[src/rtl/pci_pkg.sv]
package pci_pkg;

    localparam int COLOR_W     = 32;
    localparam int CHAN_W      = 8;
    localparam int INDEX_OUT_W = 8;
    localparam int USED_OUT_W  = 9;

    // Control that rides along with a pixel down the cell chain
    typedef struct packed {
        logic active;
        logic hit;
        logic added;
    } t_flags;

endpackage

[src/rtl/pci_cell.sv]
module pci_cell #(
    parameter int IDX_W   = 8,
    parameter int CNT_W   = 9,
    parameter int CELL_ID = 0
) (
    input  logic                       i_clk,
    input  logic                       i_rst_n,
    input  pci_pkg::t_flags            i_flags,
    input  logic [pci_pkg::COLOR_W-1:0] i_color,
    input  logic [CNT_W-1:0]           i_count,
    input  logic [IDX_W-1:0]           i_idx,
    output pci_pkg::t_flags            o_flags,
    output logic [pci_pkg::COLOR_W-1:0] o_color,
    output logic [CNT_W-1:0]           o_count,
    output logic [IDX_W-1:0]           o_idx
);

    logic [pci_pkg::COLOR_W-1:0] r_entry;
    pci_pkg::t_flags             r_flags;
    pci_pkg::t_flags             n_flags;
    logic [pci_pkg::COLOR_W-1:0] r_color;
    logic [CNT_W-1:0]            r_count;
    logic [IDX_W-1:0]            r_idx;
    logic [IDX_W-1:0]            n_idx;
    logic                        in_use;
    logic                        at_tail;
    logic                        match;
    logic                        do_write;

    assign in_use   = CNT_W'(CELL_ID) < i_count;
    assign at_tail  = CNT_W'(CELL_ID) == i_count;
    assign match    = in_use && (r_entry == i_color);
    assign do_write = i_flags.active && !i_flags.hit && !match && at_tail;

    always_comb begin
        n_flags = i_flags;
        n_idx   = i_idx;
        if (i_flags.active && !i_flags.hit) begin
            if (match) begin
                n_flags.hit = 1'b1;
                n_idx       = IDX_W'(CELL_ID);
            end else if (at_tail) begin
                n_flags.hit   = 1'b1;
                n_flags.added = 1'b1;
                n_idx         = IDX_W'(CELL_ID);
            end
        end
    end

    always_ff @(posedge i_clk) begin
        if (do_write) begin
            r_entry <= i_color;
        end
        r_color <= i_color;
        r_count <= i_count;
        r_idx   <= n_idx;
    end

    always_ff @(posedge i_clk) begin
        if (!i_rst_n) begin
            r_flags <= '0;
        end else begin
            r_flags <= n_flags;
        end
    end

    assign o_flags = r_flags;
    assign o_color = r_color;
    assign o_count = r_count;
    assign o_idx   = r_idx;

endmodule

[config.mk]
export PLATFORM = sky130hd
export DESIGN_NAME = pci_cell
export DESIGN_NICKNAME = d
export VERILOG_FILES = /design/src/rtl/pci_pkg.sv /design/src/rtl/pci_cell.sv
export SDC_FILE = /design/constraint.sdc
export NUM_CORES = 1
export LEC_CHECK = 0
export BUFFER_PORTS_ARGS = -buffer_cell sky130_fd_sc_hd__buf_2
export CORE_MARGIN = 1
export CORE_UTILIZATION = 40
export DETAILED_ROUTE_END_ITERATION = 8
export GPL_TIMING_DRIVEN = 0
export PLACE_DENSITY = 0.69
export SLEW_MARGIN = 20
export SYNTH_ARGS = -nofsm -noshare
export SYNTH_HDL_FRONTEND = slang
export SYNTH_SLANG_ARGS = --single-unit
[constraint.sdc]
create_clock -name i_clk -period 3.6 [get_ports i_clk]
set_input_delay 0.18 -clock i_clk [delete_from_list [all_inputs] [get_ports i_clk]]
set_output_delay 0.18 -clock i_clk [all_outputs]
set_load 0.005 [all_outputs]
# Word level (Yosys, flattened, before mapping)
# Cells that the tools add are included.
dict set report word_totals {
  reg_bits 84
  out_inout_bits 52
  wordCells 23
}
dict set report op_classes {
  magnitude_cmp 1
  eq_ne 1
  mux 7
  reduce_logical 7
}
# op count
set ops {}
lappend ops {{== test 32 bit} 1}
lappend ops {{two-way mux 8 bit} 3}
lappend ops {{zero test 9 bit} 1}
lappend ops {{< comparator 1 x 9 -> 1 bit, first input constant} 1}
lappend ops {{logical AND 1 bit} 4}
lappend ops {{two-way mux 2 bit} 2}
lappend ops {{zero test 1 bit} 2}
lappend ops {{two-way mux 1 bit} 2}

# Longest topological paths before layout
# Gate-level depths: netlist of run 1.
dict set report logic_depth {
  word_depth 5
  ltp_mapped 5
  mapped_depth_nobuf 5
}

# Worst setup path after synthesis of run 1
# OpenSTA, ideal clock, no wires.
dict set report synth_path {
  kind {in2reg}
  start {input port i_count[5]}
  end {register r_entry[0] (netlist name), enable pin}
  setup_time_ps 423
  arrival_ps 2151
  required_ps 3177
  slack_ps 1026
  stages 3
  cell_sequence {nor4_1 -> nand3_1 -> nor2_1}
}
dict set report synth_between {
  elab_chain_len 5
  elab_cells_between_ends 6
  classes_between {1 x order compare; 5 x reduce/logical}
}
# item line
set synth_rtl {}
lappend synth_rtl {{from (decl)} pci_cell.sv:10} ;# input logic [CNT_W-1:0] i_count,
lappend synth_rtl {{< comparator 1 x 9 -> 1 bit} pci_cell.sv:30} ;# assign in_use = CNT_W'(CELL_ID) < i_count;
lappend synth_rtl {{logical AND 1 bit} pci_cell.sv:32} ;# assign match = in_use && (r_entry == i_color);
lappend synth_rtl {{zero test 1 bit} pci_cell.sv:33} ;# assign do_write = i_flags.active && !i_flags.hit && !match && at_tail;
lappend synth_rtl {{logical AND 1 bit} pci_cell.sv:33}
lappend synth_rtl {{logical AND 1 bit *} pci_cell.sv:33}
lappend synth_rtl {{named net do_write} pci_cell.sv:28} ;# logic do_write;
lappend synth_rtl {{to (signal assigned)} pci_cell.sv:52} ;# r_entry <= i_color;
lappend synth_rtl {{to (decl)} pci_cell.sv:18} ;# logic [pci_pkg::COLOR_W-1:0] r_entry;
# Mark *: on every way through the listed nets, which the timed path passes. The rest lies on a longest branch.
# A chain may end at the register's enable or synchronous reset.

# Worst setup path in the final report of run 1
dict set report layout_path {
  start {input port i_count[7]}
  end {register r_entry[4] (netlist name), enable pin}
}
# The elaborated chain is that of the path after synthesis.

==> run metrics, run 1 <==
CTS tree=done; Final #Nets=between 300 and 400; Post-synth top flop=dfxtp_1; IO Port Bufs=105; DRT Pass-1 Iters=3; ys async rst share=0; post-route setup TNS=0 ns; initial DRC count=45; max capacitance violation total=0; # setup viols final=0; status=finished, final reports clean; Initial Util=0.421; crit share post-route=0.607; mean area per synthesized cell=between 15 and 20 µm²; global-route wire length before repair=~7.2 mm; #FFs+latches synth=84; initial antenna violation count=0; via count=approximately 1,800; DRC Markers=0; Crit-path slowest cell=dlygate4sd3_1; crit-path cells=dlygate4sd3_1 -> buf_2 -> nor4_1 -> nand3_1 -> nor2_4 -> buf_16; crit path DAT=around 2.2 ns; top cells by area, synth=dfxtp_1 (41%), edfxtp_1 (38%), xor2_1 (11%); top-count cell post-synth=dfxtp_1; Post-synth EDFFs=32; Worst-Skew Late Latency=0.34 ns; Tot Pwr=between 1500 and 2000 µW; Final GP Congestion=0.702; CTS Buf Count=9; Final Skew=about 0.0096 ns; Max Clk Rate=roughly 460 MHz; Area growth syn-to-layout=48.6%; Mapped Cells=about 160; GRT overflow=0; clk buf depth=2; Avg WL per Cell=around 12 µm; Fin. Hold Viols=0; Worst Setup Start Kind=input pin; setup slack after layout=1.41 ns; register area=between 2000 and 2500 µm²; fin crit period=around 2.2 ns; # Post-CTS Setup Buffers=0; Place WS=around 1.6 ns; peak supply drop=~0.00027 V; gr usage total=0.152; RSZ-0062 raised after global routing=false; Core ar.=approximately 6000 µm²; Max Slew Vio Count=0; multi-input logic area=around 520 µm²; I/O pin cnt=roughly 110; num rows=28; filler cell count in the final layout=between 400 and 500; synth cell count leaders=dfxtp_1 (52), edfxtp_1 (32), xor2_1 (32), nand2_1 (16), nor4_1 (9); Ys Warns=0; die area=~6600 µm²; post-detail-place hpwl=about 3.2 mm; slowest stage delay, CP=about 0.54 ns; cell taking the most area after synthesis=dfxtp_1; Via-to-Cell Ratio=between 4 and 5; largest net degree at the start of global routing=24; Antenna Violating Nets Remaining=0; H-tree Lvls=3; HP Class=in -> reg; syn_nets=216; Worst-path clk slew=0.08 ns; Critical Path End Type=flop; vias in the first global route=~1,600; Data required, critical path=approximately 3.6 ns; clock tree sinks=84; synthesized area=2520 µm²; post-synth top area share=0.413; Slew headroom=0.690; pwr dens=about 460 nW/µm²; CP Max Fanout=23; LEAKAGE=0.00163 µW; final WL=between 4 and 5 mm; CTS Root Cell=clkbuf_8; diode count=0; die width=81.4 µm; die height=roughly 80 µm; Seq/Total Area, Yosys=0.794; Unique masters post-synth=16; layout cell share with drive strength beyond 1=0.378; Least-Margin Pin Slew=around 0.47 ns; Crit Path Class=in -> reg
## critical path: cells and delay by family
kind,cells,cell delay (ns)
buffers and inverters,3,0.89
and+or+nand+nor,3,1.14
## cells in the final DEF (no fill, tap or decap), drive strengths merged, types with 2 or more instances in the layout
master,instances
edfxtp,32
nor4,9
nand2,16
nand2b,2
clkinv,5
dlygate4sd3,41
dfxtp,52
nor2,3
clkbuf,12
buf,106
xor2,32
nand4,2
o21ai,8
## metal layers
layer / up-vias / wire length [µm] / global-route usage
met4: 0 / 104 / 0.0911
met1: 803 / 2120 / 0.175
li1: 877 / - / -
met2: 68 / 2350 / 0.242
met3: 11 / 324 / 0.0562
met5: - / 0 / 0
## final timing paths
kind	from	to	slack [ns]	cells past startpoint
worst min register to register	r_entry[0]	o_idx[1]	0.91	5
worst min-delay path	i_idx[1]	o_idx[1]	0.04	3
worst max register to register	r_entry[29]	o_flags[1]	1.93	5
worst max-delay path	i_count[7]	r_entry[4]	1.41	6
## area by class of cell
class                   instances  share of cell area
flip-flops and latches         84               0.534
clock buffers                  11              0.0351
multi-input cells              77               0.140
plain buffers                   1             0.00100
well taps                      75              0.0251
repair buffers                147               0.257
clock inverters                 5             0.00768
## state kept, by name, summed over array words and instances (netlist names)
name	count
o_color	32
r_entry	32
o_count	9
o_idx	8
o_flags	3
## stage by stage
| step | cell area [µm²] | hold slack [ns] | util | cells |
|---|---|---|---|---|
| floorplan | 2520 | 0.208 | - | 162 |
| global placement | 3140 | 0.295 | 0.524 | 342 |
| detailed placement | 3180 | 0.300 | 0.530 | 343 |
| CTS | 3750 | 0.0327 | 0.625 | 400 |
| global route | 3750 | 0.0246 | 0.625 | 400 |
| finish | 3750 | 0.0437 | 0.625 | 400 |
## timing repair
| action | in CTS | in global routing |
|---|---|---|
| endpoints found under the hold margin | 41 | 0 |
| hold buffers | 41 | 0 |
| resized for setup | 0 | 0 |
## report_power, final
group	switching [µW]	leakage, µW	internal, µW
logic	56.2	0.000822	83.8
clock network	307	0.0000868	247
registers	6.94	0.000726	1020
total	371	0.00163	1350
## logic make-up (layout without fill, tap and decap cells)
group           after synthesis  in the layout  share of synthesized area
flops                        84             84                      0.794
simple gates                 35             35                     0.0700
buf+inv                       1            164                    0.00149
xor+xnor                     32             32                      0.111
compound gates               10             10                     0.0233
(Power assumes the default switching activity.)
==> run 2, diff against run 1 <==
clock period = 2.1 ns   (was 3.6 ns; I/O delays follow)
==> run metrics, run 2 (synthesized netlist as in run 1, its figures left out) <==
Worst Setup Start Kind=input pin; crit path DAT=~1.8 ns; crit-path cells=dlygate4sd3_1 -> buf_2 -> nor3_1 -> nand3_1 -> nor2_4 -> buf_16; reg2reg end=o_flags[1]; Worst path top cell family by delay=buffers and inverters; die width=around 81 µm; slowest stage delay, CP=around 0.54 ns; worst hold path stage count=2; Clock Power Share=0.369; Least-Margin Pin Slew=between 0.4 and 0.5 ns; post-detail-place hpwl=3.23 mm; Crit-path slowest cell=dlygate4sd3_1; hold_sp=i_flags[1]; Max Slew Vio Count=0; diode count=0; vias in the first global route=between 1,500 and 2,000; Data required, critical path=roughly 2.2 ns; initial antenna violation count=0; die height=~80 µm; share of total power in sequential cells=0.549; Area growth syn-to-layout=56.1%; layout cell share with drive strength beyond 1=0.370; Final GP Congestion=just under 0.7; Initial Util=0.421; multi-input logic area=523 µm²; Core ar.=~6000 µm²; # setup viols final=0; max capacitance violation total=0; LEAKAGE=~0.0017 µW; Crit Path Class=in -> reg; IO Port Bufs=105; Core Util, Final=0.657; Fin. Hold Viols=0; CTS resizes=0; CTS Root Cell=clkbuf_8; Int Pwr=2520 µW; H-tree Lvls=3; num rows=28; Switching Share=0.209; WHS=0.0783 ns; clk buf depth=2; Final #Nets=about 390; Antenna Violating Nets Remaining=0; CTS Buf Count=9; fin crit period=between 1.5 and 2 ns; initial DRC count=57; R2R depth=5; pwr dens=between 800 and 900 nW/µm²; largest net degree at the start of global routing=20; final WL=between 5 and 6 mm; crit share post-route=0.847; register area=~2000 µm²; Critical Path End Type=flop; switching power=around 670 µW; peak supply drop=slightly below 0.0006 V; CP Max Fanout=19; worst r2r src=r_entry[29]; DRC Markers=0; GRT overflow=0; filler cell count in the final layout=~440; Worst Path Buf+Inv=3; Worst-Skew Late Latency=approximately 0.34 ns; Final Skew=between 0.007 and 0.008 ns; I/O pin cnt=~110; Slew headroom=0.693; clock tree sinks=84; Comb power frac=0.082; Avg WL per Cell=12.9 µm; gr usage total=0.172; DRT Pass-1 Iters=4; CTS tree=done; Hold EP=o_flags[1]; Via-to-Cell Ratio=roughly 4.4; commonest cells after routing, fill and taps aside=buf_2 (105), dlygate4sd3_1 (53), dfxtp_1 (52); Worst-path clk slew=roughly 0.08 ns; die area=6620 µm²; status=finished, final reports clean; HP Class=in -> reg; Max Clk Rate=around 560 MHz; FF-to-FF setup slack=~0.43 ns; RSZ-0062 raised after global routing=false; leading cell type in the layout, fill and taps excluded=buf_2; via count=~1,800; global-route wire length before repair=roughly 8.1 mm
## run 2: power by group through the flow
stage	Combinational, µW	Sequential (µW)	Clock [µW]
final	261	1750	1180
after CTS	259	1750	1210
after detailed placement	183	1790	0
after global routing	289	1760	1280
after global placement	178	1790	0
after floorplan	39.2	1800	0
## run 2: worst max-delay path by stage
stage                          start          end  slack [ns]  cells past startpoint
final                     i_count[3]   r_entry[1]        0.32                      6
after global placement    i_count[5]   r_entry[6]       -0.63                      4
after floorplan           i_count[5]   r_entry[0]        0.14                      3
after detailed placement  i_count[5]  r_entry[16]        0.05                      5
after CTS                 i_count[3]   r_entry[1]        0.03                      6
after global routing      i_count[3]   r_entry[1]        0.23                      6
## run 2: worst register-to-register path, cell delays in order (launching register included)
cell	delay [ns]
edfxtp_1	0.39
xor2_1	0.15
nor4_1	0.36
nand4_1	0.23
nor2_4	0.26
o221a_2	0.22
## run 2: final cells by class
class,count,share of cell area
well taps,75,0.0238
plain buffers,1,0.000954
repair buffers,160,0.280
flip-flops and latches,84,0.509
clock inverters,4,0.0140
multi-input cells,77,0.133
clock buffers,12,0.0394
## run 2: metal layers
layer / GRT usage / routed length, µm / part of all wire
met2: 0.293 / 2710 / 0.51
met3: 0.0517 / 314 / 0.059
met5: 0 / 0 / 0
met1: 0.182 / 2160 / 0.40
met4: 0.118 / 156 / 0.029
## run 2: metrics by stage
step,instances,TNS (ns),cell area (µm²),total power [µW],worst slack (ns)
floorplan,162,0,2520,1840,0.138
global placement,342,-20.62,3140,1970,-0.632
detailed placement,343,0,3180,1970,0.0502
CTS,412,0,3920,3220,0.0348
global route,413,0,3940,3330,0.231
finish,413,0,3940,3190,0.321
## run 2: repair_timing
| item | 4_1_cts | 5_1_grt |
|---|---|---|
| hold buffers | 53 | 0 |
| buffers inserted | 0 | 1 |
| setup endpoints to repair | 0 | 18 |
| endpoints found under the hold margin | 83 | 0 |
==> run 3, diff against run 2 <==
clock period = 1.69 ns   (was 2.1 ns; I/O delays follow)
==> run metrics, run 3 (synthesized netlist as in run 1, its figures left out) <==
Antenna Violating Nets Remaining=0; Final GP Congestion=a little over 0.7; LEAKAGE=0.00171 µW; GRT overflow=0; DRC Markers=0; WHS=around 0.046 ns; initial antenna violation count=0; global-route wire length before repair=approximately 8.4 mm; layout cell share with drive strength beyond 1=0.377; Worst-path clk slew=about 0.08 ns; pwr dens=around 990 nW/µm²; Via-to-Cell Ratio=~4.5; Max Slew Vio Count=0; CTS Root Cell=clkbuf_8; Comb power frac=0.084; num rows=28; DRT Pass-1 Iters=4; R2R depth=6; Data required, critical path=~2 ns; setup slack after layout=around 0.021 ns; Slew headroom=0.592; share of total power in sequential cells=0.560; Final Skew=slightly below 0.008 ns; final WL=roughly 5.6 mm; fin crit period=roughly 1.7 ns; CP Max Fanout=5; Fin. Hold Viols=0; Switching Share=0.216; Clock Power Share=0.356; worst r2r src=r_entry[12]; Initial Util=0.421; Int Pwr=~3000 µW; launch point of the worst path=i_color[12]; gr usage total=0.179; RSZ-0062 raised after global routing=true; reg2reg end=o_flags[1]; die width=between 80 and 90 µm; clk buf depth=2; Tot Pwr=3890 µW; Final #Nets=~390; Avg WL per Cell=~13 µm; Critical Path Sink=o_flags[1]; largest net degree at the start of global routing=18; Post-Place Cells=between 300 and 400; I/O pin cnt=between 100 and 150; die height=81.4 µm; via count=between 1,500 and 2,000; H-tree Lvls=3; Critical Path End Type=flop; Worst-Skew Late Latency=approximately 0.34 ns; HP Class=in -> reg; die area=6620 µm²; # setup viols final=0; clock tree sinks=84; crit path DAT=1.95 ns; FF-to-FF setup slack=0.05 ns; commonest cells after routing, fill and taps aside=buf_2 (105), dlygate4sd3_1 (53), dfxtp_1 (52); Core ar.=around 6000 µm²; Core Util, Final=0.659; leading cell type in the layout, fill and taps excluded=buf_2; Least-Margin Pin Slew=0.612 ns; max capacitance violation total=0; Area growth syn-to-layout=56.6%; initial DRC count=94; Place WS=-0.523 ns; switching power=839 µW; IO Port Bufs=105; CTS tree=done; Max Clk Rate=599 MHz; diode count=0; post-detail-place hpwl=roughly 3.3 mm; non-filler instance count after layout=417; vias in the first global route=between 1,500 and 2,000; status=finished, final reports clean; Worst Setup Start Kind=input pin; peak supply drop=around 0.00070 V; crit share post-route=0.988; CTS Buf Count=9; Crit Path Class=in -> reg
[run 3: timing repair]
item	CTS	global route
setup buffers	0	4
hold buffers	53	0
endpoints found under the setup margin	42	41
resized for setup	2	1
hold endpoints to repair	84	0
gates cloned	1	1
pin swaps	1	6
[run 3: metal layers]
metal | vias up | share of wire | track usage
met5 | - | 0 | 0
met4 | 0 | 0.022 | 0.104
met3 | 11 | 0.047 | 0.0528
met2 | 67 | 0.51 | 0.303
met1 | 863 | 0.42 | 0.198
li1 | 921 | - | -
[run 3: critical path, stage by stage]
cell and delay, ns:
dlygate4sd3_1 0.54, buf_2 0.14, xor2_1 0.15, nor4_1 0.35, nand4_1 0.14, buf_4 0.18, nor2_4 0.16, o221a_2 0.20
[run 3: worst min-delay path by stage]
stage / slack [ns] / startpoint / endpoint / depth (start not counted)
3_3_place_gp: 0.20 / i_count[1] / o_count[1] / 1
2_1_floorplan: 0.11 / i_color[0] / o_color[0] / 0
6_report: 0.05 / i_flags[1] / o_flags[1] / 2
5_1_grt: 0.03 / i_flags[1] / o_flags[1] / 2
3_5_place_dp: 0.20 / i_count[0] / o_count[0] / 1
4_1_cts: 0.02 / i_flags[1] / o_flags[1] / 2
[run 3: layout make-up]
cell class	instances	area, µm²
clock buffer	11	131
sequential	84	2000
timing repair buffer	162	1110
buffer	1	3.75
fill	461	2040
tap	75	93.8
clock inverter	5	58.8
multi-input combinational	79	547
[run 3: stage by stage]
stage	TNS (ns)	cell area [µm²]
after global routing	-0.0699	3950
after CTS	0	3890
after detailed placement	-17.45	3150
after floorplan	0	2530
after global placement	-16.34	3150
final	0	3950
[run 3: power groups by stage]
stage | registers (µW) | clock network, µW | logic [µW]
detailed placement | 2230 | 0 | 227
global route | 2190 | 1500 | 359
global placement | 2220 | 0 | 221
finish | 2180 | 1390 | 326
CTS | 2180 | 1430 | 324
floorplan | 2240 | 0 | 49.1
